**src/rtl/wph_pkg.sv**
```systemverilog
`timescale 1ns / 1ps

package wph_pkg;

    typedef enum logic [1:0] {
        KIND_SAMPLE = 2'd0,
        KIND_HEADER = 2'd1,
        KIND_ERROR  = 2'd2
    } kind_t;

    typedef enum logic [3:0] {
        ERR_NONE     = 4'd0,
        ERR_NOT_RIFF = 4'd1,
        ERR_NOT_WAVE = 4'd2,
        ERR_NO_FMT   = 4'd3,
        ERR_FMT_SIZE = 4'd4,
        ERR_NOT_PCM  = 4'd5,
        ERR_CHANNELS = 4'd6,
        ERR_NOT_16   = 4'd7,
        ERR_NO_DATA  = 4'd8
    } err_t;

    typedef enum logic [1:0] {
        PH_IDLE   = 2'd0,
        PH_HEADER = 2'd1,
        PH_DATA   = 2'd2,
        PH_STOP   = 2'd3
    } phase_t;

    typedef struct packed {
        logic [7:0] byte_value;
        logic       start_of_file;
    } in_t;

    typedef struct packed {
        kind_t              kind;
        err_t               error_code;
        logic signed [15:0] sample;
        logic [1:0]         channels;
        logic [31:0]        sample_rate;
        logic [31:0]        byte_rate;
        logic [15:0]        block_align;
        logic [31:0]        data_bytes;
        logic               last;
    } out_t;

    localparam logic [31:0] TAG_RIFF     = 32'h5249_4646;
    localparam logic [31:0] TAG_WAVE     = 32'h5741_5645;
    localparam logic [31:0] TAG_FMT      = 32'h666D_7420;
    localparam logic [31:0] FMT_SIZE_PCM = 32'h0000_0010;
    localparam logic [15:0] FORMAT_PCM   = 16'h0001;
    localparam logic [15:0] MAX_CHANNELS = 16'h0002;
    localparam logic [15:0] BITS_16      = 16'h0010;
    localparam logic [31:0] TAG_DATA     = 32'h6461_7461;

endpackage

```
**src/rtl/wav_pcm16_header_parser_core.sv**
```systemverilog
`timescale 1ns / 1ps
// channel   direction  payload  handshake
// s_        in         in_t     s_valid / s_ready
// m_        out        out_t    m_valid / m_ready
//
// one byte per cycle while s_ready is high; each transfer is parsed in the cycle it is taken
// the result of a transfer is registered in the output buffer, in main or, if main is held, in spare
// a two-entry output buffer keeps s_ready high while one result waits
// aresetn is synchronous, active low; the parser idles until start_of_file

module wav_pcm16_header_parser_core
    import wph_pkg::*;
(
    input  logic aclk,
    input  logic aresetn,
    input  logic s_valid,
    output logic s_ready,
    input  in_t  s_data,
    output logic m_valid,
    input  logic m_ready,
    output out_t m_data
);

    logic in_fire;
    logic res_valid;
    out_t res_data;

    assign in_fire = s_valid && s_ready;

    wph_parser u_parser (
        .aclk      (aclk),
        .aresetn   (aresetn),
        .in_fire   (in_fire),
        .in_data   (s_data),
        .res_valid (res_valid),
        .res_data  (res_data)
    );

    wph_skid u_skid (
        .aclk       (aclk),
        .aresetn    (aresetn),
        .push       (res_valid),
        .push_data  (res_data),
        .push_ready (s_ready),
        .m_valid    (m_valid),
        .m_ready    (m_ready),
        .m_data     (m_data)
    );

endmodule

```
**src/rtl/wph_parser.sv**
```systemverilog
`timescale 1ns / 1ps

module wph_parser
    import wph_pkg::*;
(
    input  logic aclk,
    input  logic aresetn,
    input  logic in_fire,
    input  in_t  in_data,
    output logic res_valid,
    output out_t res_data
);

    localparam logic [5:0] POS_RIFF   = 6'd3;
    localparam logic [5:0] POS_WAVE   = 6'd11;
    localparam logic [5:0] POS_FMT    = 6'd15;
    localparam logic [5:0] POS_FSIZE  = 6'd19;
    localparam logic [5:0] POS_FORMAT = 6'd21;
    localparam logic [5:0] POS_CHAN   = 6'd23;
    localparam logic [5:0] POS_RATE   = 6'd27;
    localparam logic [5:0] POS_BRATE  = 6'd31;
    localparam logic [5:0] POS_ALIGN  = 6'd33;
    localparam logic [5:0] POS_BITS   = 6'd35;
    localparam logic [5:0] POS_DATA   = 6'd39;
    localparam logic [5:0] POS_SIZE   = 6'd43;

    phase_t      phase_reg, phase_next;
    logic [5:0]  pos_reg, pos_next;
    logic [31:0] acc_reg, acc_next;
    logic [1:0]  chan_reg, chan_next;
    logic [31:0] rate_reg, rate_next;
    logic [31:0] brate_reg, brate_next;
    logic [15:0] align_reg, align_next;
    logic [30:0] left_reg, left_next;
    logic [7:0]  low_reg, low_next;
    logic        odd_reg, odd_next;

    phase_t      phase_cur;
    logic [5:0]  pos_cur;
    logic        big;
    logic [7:0]  b;
    err_t        err;
    logic        hdr_done;
    logic        smp_done;
    logic [30:0] left_dec;

    assign b         = in_data.byte_value;
    assign phase_cur = in_data.start_of_file ? PH_HEADER : phase_reg;
    assign pos_cur   = in_data.start_of_file ? 6'd0 : pos_reg;
    assign big       = (pos_cur < 6'd4) || (pos_cur >= 6'd8 && pos_cur < 6'd16)
                    || (pos_cur >= 6'd36 && pos_cur < 6'd40);
    assign left_dec  = left_reg - 31'd1;

    // field assembly, header checks and sample byte pairing
    always_comb begin
        acc_next   = acc_reg;
        pos_next   = pos_reg;
        chan_next  = chan_reg;
        rate_next  = rate_reg;
        brate_next = brate_reg;
        align_next = align_reg;
        left_next  = left_reg;
        low_next   = low_reg;
        odd_next   = odd_reg;
        err        = ERR_NONE;
        hdr_done   = 1'b0;
        smp_done   = 1'b0;
        if (in_fire) begin
            if (in_data.start_of_file) begin
                odd_next  = 1'b0;
                left_next = '0;
            end
            case (phase_cur)
                PH_HEADER: begin
                    acc_next = big ? {acc_reg[23:0], b} : {b, acc_reg[31:8]};
                    pos_next = pos_cur + 6'd1;
                    case (pos_cur)
                        POS_RIFF:   if (acc_next != TAG_RIFF) err = ERR_NOT_RIFF;
                        POS_WAVE:   if (acc_next != TAG_WAVE) err = ERR_NOT_WAVE;
                        POS_FMT:    if (acc_next != TAG_FMT) err = ERR_NO_FMT;
                        POS_FSIZE:  if (acc_next != FMT_SIZE_PCM) err = ERR_FMT_SIZE;
                        POS_FORMAT: if (acc_next[31:16] != FORMAT_PCM) err = ERR_NOT_PCM;
                        POS_CHAN: begin
                            if (acc_next[31:16] > MAX_CHANNELS) err = ERR_CHANNELS;
                            else chan_next = acc_next[17:16];
                        end
                        POS_RATE:   rate_next = acc_next;
                        POS_BRATE:  brate_next = acc_next;
                        POS_ALIGN:  align_next = acc_next[31:16];
                        POS_BITS:   if (acc_next[31:16] != BITS_16) err = ERR_NOT_16;
                        POS_DATA:   if (acc_next != TAG_DATA) err = ERR_NO_DATA;
                        POS_SIZE: begin
                            hdr_done  = 1'b1;
                            left_next = acc_next[31:1];
                            odd_next  = 1'b0;
                        end
                        default: ;
                    endcase
                end
                PH_DATA: begin
                    if (!odd_reg) begin
                        low_next = b;
                        odd_next = 1'b1;
                    end else begin
                        odd_next  = 1'b0;
                        left_next = left_dec;
                        smp_done  = 1'b1;
                    end
                end
                default: ;
            endcase
        end
    end

    // phase
    always_comb begin
        phase_next = phase_reg;
        if (in_fire) begin
            phase_next = phase_cur;
            if (err != ERR_NONE) begin
                phase_next = PH_STOP;
            end else if (hdr_done) begin
                phase_next = (left_next == '0) ? PH_STOP : PH_DATA;
            end else if (smp_done && left_next == '0) begin
                phase_next = PH_STOP;
            end
        end
    end

    // result
    always_comb begin
        res_valid = hdr_done || smp_done || (err != ERR_NONE);
        res_data  = '0;
        if (err != ERR_NONE) begin
            res_data.kind       = KIND_ERROR;
            res_data.error_code = err;
        end else if (hdr_done) begin
            res_data.kind        = KIND_HEADER;
            res_data.channels    = chan_reg;
            res_data.sample_rate = rate_reg;
            res_data.byte_rate   = brate_reg;
            res_data.block_align = align_reg;
            res_data.data_bytes  = acc_next;
            res_data.last        = (left_next == '0);
        end else begin
            res_data.kind   = KIND_SAMPLE;
            res_data.sample = {b, low_reg};
            res_data.last   = smp_done && (left_next == '0);
        end
    end

    always_ff @(posedge aclk) begin
        if (!aresetn) begin
            phase_reg <= PH_IDLE;
            pos_reg   <= '0;
            acc_reg   <= '0;
            chan_reg  <= '0;
            rate_reg  <= '0;
            brate_reg <= '0;
            align_reg <= '0;
            left_reg  <= '0;
            low_reg   <= '0;
            odd_reg   <= 1'b0;
        end else begin
            phase_reg <= phase_next;
            pos_reg   <= pos_next;
            acc_reg   <= acc_next;
            chan_reg  <= chan_next;
            rate_reg  <= rate_next;
            brate_reg <= brate_next;
            align_reg <= align_next;
            left_reg  <= left_next;
            low_reg   <= low_next;
            odd_reg   <= odd_next;
        end
    end

endmodule

```
**src/rtl/wph_skid.sv**
```systemverilog
`timescale 1ns / 1ps

module wph_skid
    import wph_pkg::*;
(
    input  logic aclk,
    input  logic aresetn,
    input  logic push,
    input  out_t push_data,
    output logic push_ready,
    output logic m_valid,
    input  logic m_ready,
    output out_t m_data
);

    logic main_valid_reg;
    logic spare_valid_reg;
    out_t main_reg;
    out_t spare_reg;

    assign push_ready = !spare_valid_reg;
    assign m_valid    = main_valid_reg;
    assign m_data     = main_reg;

    always_ff @(posedge aclk) begin
        if (!aresetn) begin
            main_valid_reg  <= 1'b0;
            spare_valid_reg <= 1'b0;
        end else if (!main_valid_reg || m_ready) begin
            if (spare_valid_reg) begin
                main_valid_reg  <= 1'b1;
                spare_valid_reg <= 1'b0;
            end else begin
                main_valid_reg <= push;
            end
        end else if (push) begin
            spare_valid_reg <= 1'b1;
        end
    end

    always_ff @(posedge aclk) begin
        if (!main_valid_reg || m_ready) begin
            main_reg <= spare_valid_reg ? spare_reg : push_data;
        end else if (push) begin
            spare_reg <= push_data;
        end
    end

endmodule

```
**config.mk**
```make
export PLATFORM = sky130hd
export DESIGN_NAME = wav_pcm16_header_parser_core
export DESIGN_NICKNAME = d
export VERILOG_FILES = /design/src/rtl/wph_pkg.sv /design/src/rtl/wav_pcm16_header_parser_core.sv /design/src/rtl/wph_parser.sv /design/src/rtl/wph_skid.sv
export SDC_FILE = /design/constraint.sdc
export NUM_CORES = 1
export LEC_CHECK = 0
export BUFFER_PORTS_ARGS = -buffer_cell sky130_fd_sc_hd__buf_2
export CAP_MARGIN = 20
export CORE_MARGIN = 3
export CORE_UTILIZATION = 40
export DETAILED_ROUTE_END_ITERATION = 12
export GPL_TIMING_DRIVEN = 0
export PLACE_DENSITY_LB_ADDON = 0.12
export SETUP_SLACK_MARGIN = 0.15
export SYNTH_ARGS = -nofsm -noshare
export SYNTH_HDL_FRONTEND = slang
export SYNTH_HIERARCHICAL = 1
export SYNTH_SLANG_ARGS = --single-unit
export TNS_END_PERCENT = 50
```
**constraint.sdc**
```tcl
create_clock -name aclk -period 15.24 [get_ports aclk]
set_clock_uncertainty 0.05 [all_clocks]
set_input_delay 0 -clock aclk [delete_from_list [all_inputs] [get_ports aclk]]
set_output_delay 0 -clock aclk [all_outputs]
set_load 0.02 [all_outputs]
```
Word-level counts from Yosys, hierarchy flattened

Cells that the tools add are included.

Input port bits: 13
Bits in read-only memories: 0
Memories: 0
Word-level logic and storage cells: 128
Bits in writable memories: 0
Bits in latches: 0
Register bits after elaboration: 438

Mux-type cells: 44
Add/subtract/negate cells: 2
Reduce and logical (&&, ||, !) cells: 21
Magnitude comparators: 6
Shifts and indexed selects: 0
Eq/ne operators: 21
Div/mod/pow operators: 0
Bitwise logic cells: 4
Multipliers: 0

Operators by type and width:

| kind                                                            | count |
|---|---|
| two-way mux 137 bit                                             | 1 |
| two-way mux 131 bit                                             | 1 |
| != test 32 x 31 -> 1 bit (second input constant)                | 4 |
| two-way mux 31 bit                                              | 4 |
| two-way mux 114 bit                                             | 1 |
| two-way mux 32 bit                                              | 3 |
| one-hot mux 31 bit (2 select lines)                             | 1 |
| != test 32 x 5 -> 1 bit (second input constant)                 | 1 |
| one-hot mux 4 bit (8 select lines)                              | 1 |
| zero test 31 bit                                                | 1 |
| subtractor 31 x 1 -> 31 bit (second input constant)             | 1 |
| == test 6 x 5 -> 1 bit (second input constant)                  | 5 |
| == test 6 bit (second input constant)                           | 4 |
| greater-than comparator 16 x 2 -> 1 bit (second input constant) | 1 |
| two-way mux 16 bit                                              | 1 |
| two-way mux 4 bit                                               | 4 |
| != test 16 x 1 -> 1 bit (second input constant)                 | 1 |
| != test 16 x 5 -> 1 bit (second input constant)                 | 1 |
| two-way mux 1 bit                                               | 14 |
| two-way mux 2 bit                                               | 7 |
| == test 6 x 4 -> 1 bit (second input constant)                  | 2 |
| two-way mux 3 bit                                               | 4 |
| AND reduction 3 bit                                             | 4 |
| adder 6 x 1 -> 6 bit (second input constant)                    | 1 |
| 18 further kinds                                                | 30 |

Depth between registers and ports, before layout

Depth after elaboration: 14
Depth in mapped cells: 21
Depth with buffers taken out: 15

By module

The synthesis kept the hierarchy.

Modules (own cells, without submodules):

| module                       | instances | cells each | area an instance (um^2) |
|---|---|---|---|
| wph_skid                     | 1         | 435        | 10,003.3 |
| wph_parser                   | 1         | 1,143      | 9,301.4 |
| wav_pcm16_header_parser_core | 1         | 1          | 6.3 |

Worst setup path after synthesis

Ideal clock, no wire load.

Path type: reg-to-reg
From: reg u_skid.main_valid_reg (netlist: u_skid/m_valid)
To: reg u_skid/spare_reg[0] (netlist name) (enable)
Data arrival time: 10.208 ns
Slack: 3.610 ns
Setup time: 1.372 ns
Stages on the path, launching flop included: 3
Period minus slack after synthesis: 11.630 ns
Required time: 13.818 ns
Cell sequence: dfxtp_1 > nand2b_1 > nor2_1

Cells in the longest elaborated chain, start to end: 4

RTL lines:

| what                          | line           | source |
|---|---|---|
| start, declared               | wph_skid.sv:16 | `logic main_valid_reg;` |
| start signal, assigned        | wph_skid.sv:34 | `main_valid_reg <= push;` |
| zero test 1 bit               | wph_skid.sv:42 | `if (!main_valid_reg \|\| m_ready) begin` |
| logical OR 1 bit              | wph_skid.sv:42 |  |
| inverter 1 bit (no line)      | n/a            |  |
| AND reduction 2 bit (no line) | n/a            |  |
| end signal, assigned          | wph_skid.sv:45 | `spare_reg <= push_data;` |
| end, declared                 | wph_skid.sv:19 | `out_t spare_reg;` |

No other way between the ends.
A chain may end at the register's enable or synchronous reset.

==> run metrics <==
global-route wire length before repair 85.3 mm; final hold slack 0.0921 ns; WL per Instance ~23 um; post-DP HPWL 40.5 mm; Cell Chain, Critical Path buf_6 -> buf_6 -> inv_1 -> and2_1 -> and2_1 -> clkbuf_1 -> nand3_1 -> inv_1 -> nand2b_1 -> clkbuf_1 -> a2bb2oi_1 -> or3b_1 -> or4_1 -> or4_1 -> or4_1 -> nor2_1 -> mux2_2; Final nets 1828; number of buffers created by CTS 49; total grt overflow 0; proportion of layout cells with a drive suffix above 1 0.232; Syn Area/Cell 12.2 um^2; critical path's largest stage delay 0.67 ns; Slew Limit Fails 0; P per Cell Area 113 mW/mm^2; Vias/cell 5.60; Critical Path Source Type register; Die W ~230 um; Critical Path Fanout Max 10; M1 WL 26.1 mm; CTS max path bufs 3; Core ar. 0.0471 mm^2; cts repair resizes 0; WL met2 26.6 mm; IO Count about 150; root buf cell clkbuf_16; sw power 0.000588 W; via count of the first global-routing pass 13500; outcome finished, final reports clean; critical path type register to register; Post-synth ARST share 0; Max-Cap Viols 0; flops & latches, synth between 400 and 500; Clock Latency Late Sink around 0.60 ns; Sw Share 0.227; CTS tree built; Synth Area in XOR/XNOR 0.00363; IO Port Bufs 146; Synth Warn # 6; die height 226 um; fmax 166 MHz; Initial Util 0.410; Worst Path Required ~16 ns; Worst EP arrival roughly 6.4 ns; H-tree lvl count 2; Synthesized Nets 1597; clock group share of total power 0.458; Via Count about 14000; Max Used Layer met4; antenna violations before repair 0; Placed Area 0.0211 mm^2; post-synthesis sequential area ratio 0.596; Worst Hold Class input pin to register; Post-synth EDFFs 274; Combinational Power Share 0.051; cell mode on critical path or4_1; pin count of the biggest net entering global routing 73; gr usage total 0.220; DR WL met3 2.98 mm; Final period util 0.395; compound-cell area share of the yosys netlist 0.105; post-synth top area cell edfxtp_1; Crit. End Element register; count of cell types in the netlist 66; Yosys top cell area share 0.426; CTS Hold Buffers Added 11; RSZ-0062 raised after global routing false; Post-Syn Instances approximately 1600; final hold vios 0; Leakage 10.2 nW; Critical path buffers and inverters 6; number of setup buffers added after CTS 0; largest family of logic cells by synthesized area simple AND/OR/NAND/NOR gates; P_int between 0.0015 and 0.002 W; die area 0.0509 mm^2; Tightest Pin Transition around 1.1 ns; Final Critical Period 6.02 ns; post-synthesis mux area share 0.105; Routability Congestion 0.934; Antenna Diode Count 0; drt pass-1 iters 5; Area growth, synth to finish 18.5%; highest-delay cell along the critical path or4_1; final instance area ~0.023 mm^2; # setup viols final 0; Adder-Cell Fraction of Synth Area 0.00324; post-route DRC violation count 0; Initial DRC Count 1171; synth top area cells edfxtp_1 (43%), dfxtp_1 (17%), mux2_2 (8.2%); area share of and/or/nand/nor cells after synthesis 0.155; Sink Count 438; ys flop type edfxtp_1; clock-pin slew on the worst setup and hold paths roughly 0.06 ns; final wirelength approximately 57 mm; normalized max-slew margin 0.212; register share of total power 0.491; flop2flop setup slack 9.22 ns; Row Count 79; DRT antenna net count 0; Synth Cell Area 0.0193 mm^2; IR drop worst, VDD 0.0651 mV; cell family with most CP delay simple AND/OR/NAND/NOR gates
power groups by stage:
stage / Clock [W] / Combinational [W] / Sequential (W)
floorplan: 0 / 0.0000683 / 0.00129
global placement: 0 / 0.000121 / 0.00129
finish: 0.00118 / 0.000132 / 0.00127
CTS: 0.00122 / 0.000129 / 0.00127
detailed placement: 0 / 0.000126 / 0.00129
global route: 0.00126 / 0.000139 / 0.00127
cell families (layout without fill, tap and decap cells):
| logic type | Yosys count | after routing |
|---|---|---|
| XOR/XNOR | 8 | 8 |
| AO/OA/AOI/OAI | 244 | 244 |
| AND/OR/NAND/NOR | 564 | 564 |
| adder cells (fa/ha/maj) | 5 | 5 |
| buffers and inverters | 135 | 407 |
| flip-flops | 438 | 438 |
| multiplexers | 185 | 185 |
cell usage in the layout, fill, tap and decap left out, types with 7 or more instances in the layout:
cell type / instances
nor3_1: 29
nand4_1: 17
and2_1: 106
nor2b_1: 32
clkinv_2: 7
a211oi_1: 8
nand2_1: 157
buf_6: 17
nor4_1: 17
clkbuf_1: 105
or4_1: 16
and3_1: 23
clkbuf_8: 9
o211a_1: 115
or3_1: 8
o211ai_1: 8
dfxtp_1: 164
dlygate4sd3_1: 11
mux2_2: 141
inv_1: 17
o21ai_0: 30
mux2i_2: 8
nand3_1: 23
a31oi_1: 13
mux2i_1: 36
buf_4: 10
nand2b_1: 11
clkbuf_16: 52
nor2_1: 79
buf_2: 153
edfxtp_1: 274
a21oi_1: 18
final cells by class:
cell class | count | area [um^2]
buffer | 118 | 548
clock buffer | 72 | 1470
clock inverter | 20 | 166
fill | 4263 | 24300
inverter | 17 | 63.8
multi-input combinational | 1006 | 7250
sequential | 438 | 11500
tap | 607 | 759
timing repair buffer | 180 | 1120
tightest hold or removal path: stages:
cell      delay [ns]
buf_2           0.11
nor4bb_1        0.11
nand3_1         0.15
nand3_1         0.10
o221ai_1        0.16
nand2_1         0.06
cell usage after synthesis (6+ instances only):
library cell	instances
mux2_2	141
a211oi_1	8
buf_6	13
a31oi_1	13
xnor2_1	6
or4_1	16
nor3_1	29
a21oi_1	18
o21ai_0	30
nand3_1	23
nand2_1	157
nand4_1	17
buf_2	6
edfxtp_1	274
and3_1	23
nand2b_1	12
mux2i_1	44
and2_1	106
nor2b_1	32
nor4_1	19
nor2_1	80
nor4b_1	6
o211ai_1	8
or3_1	8
o221ai_1	6
inv_1	17
dfxtp_1	164
clkbuf_1	94
or2_2	6
o211a_1	115
per-stage QoR:
step	util	worst slack, ns	instances	total power, W	setup TNS [ns]
after floorplan	-	3.61	1579	0.00136	0
after global routing	0.485	8.90	2458	0.00267	0
after detailed placement	0.448	8.78	2352	0.00142	0
final	0.485	9.22	2458	0.00259	0
after CTS	0.485	9.24	2455	0.00261	0
after global placement	0.441	-5.69	2332	0.00141	-774.40
path summary, 6_finish.rpt:
path	cells past startpoint	to	start
max reg2reg	17	u_skid/m_data[0]	u_skid/spare_valid_reg
min reg2reg	1	u_parser/rate_reg[3]	u_parser/rate_reg[3]
min	6	u_parser/phase_reg[1]	s_data[0]
max	17	u_skid/m_data[0]	u_skid/spare_valid_reg
layer usage:
| metal | GRT usage | vias to the layer above |
|---|---|---|
| met2 | 0.357 | 414 |
| met4 | 0.0654 | 0 |
| li1 | - | 6355 |
| met3 | 0.0303 | 82 |
| met5 | 0 | - |
| met1 | 0.310 | 6910 |
(Power assumes the default switching activity.)
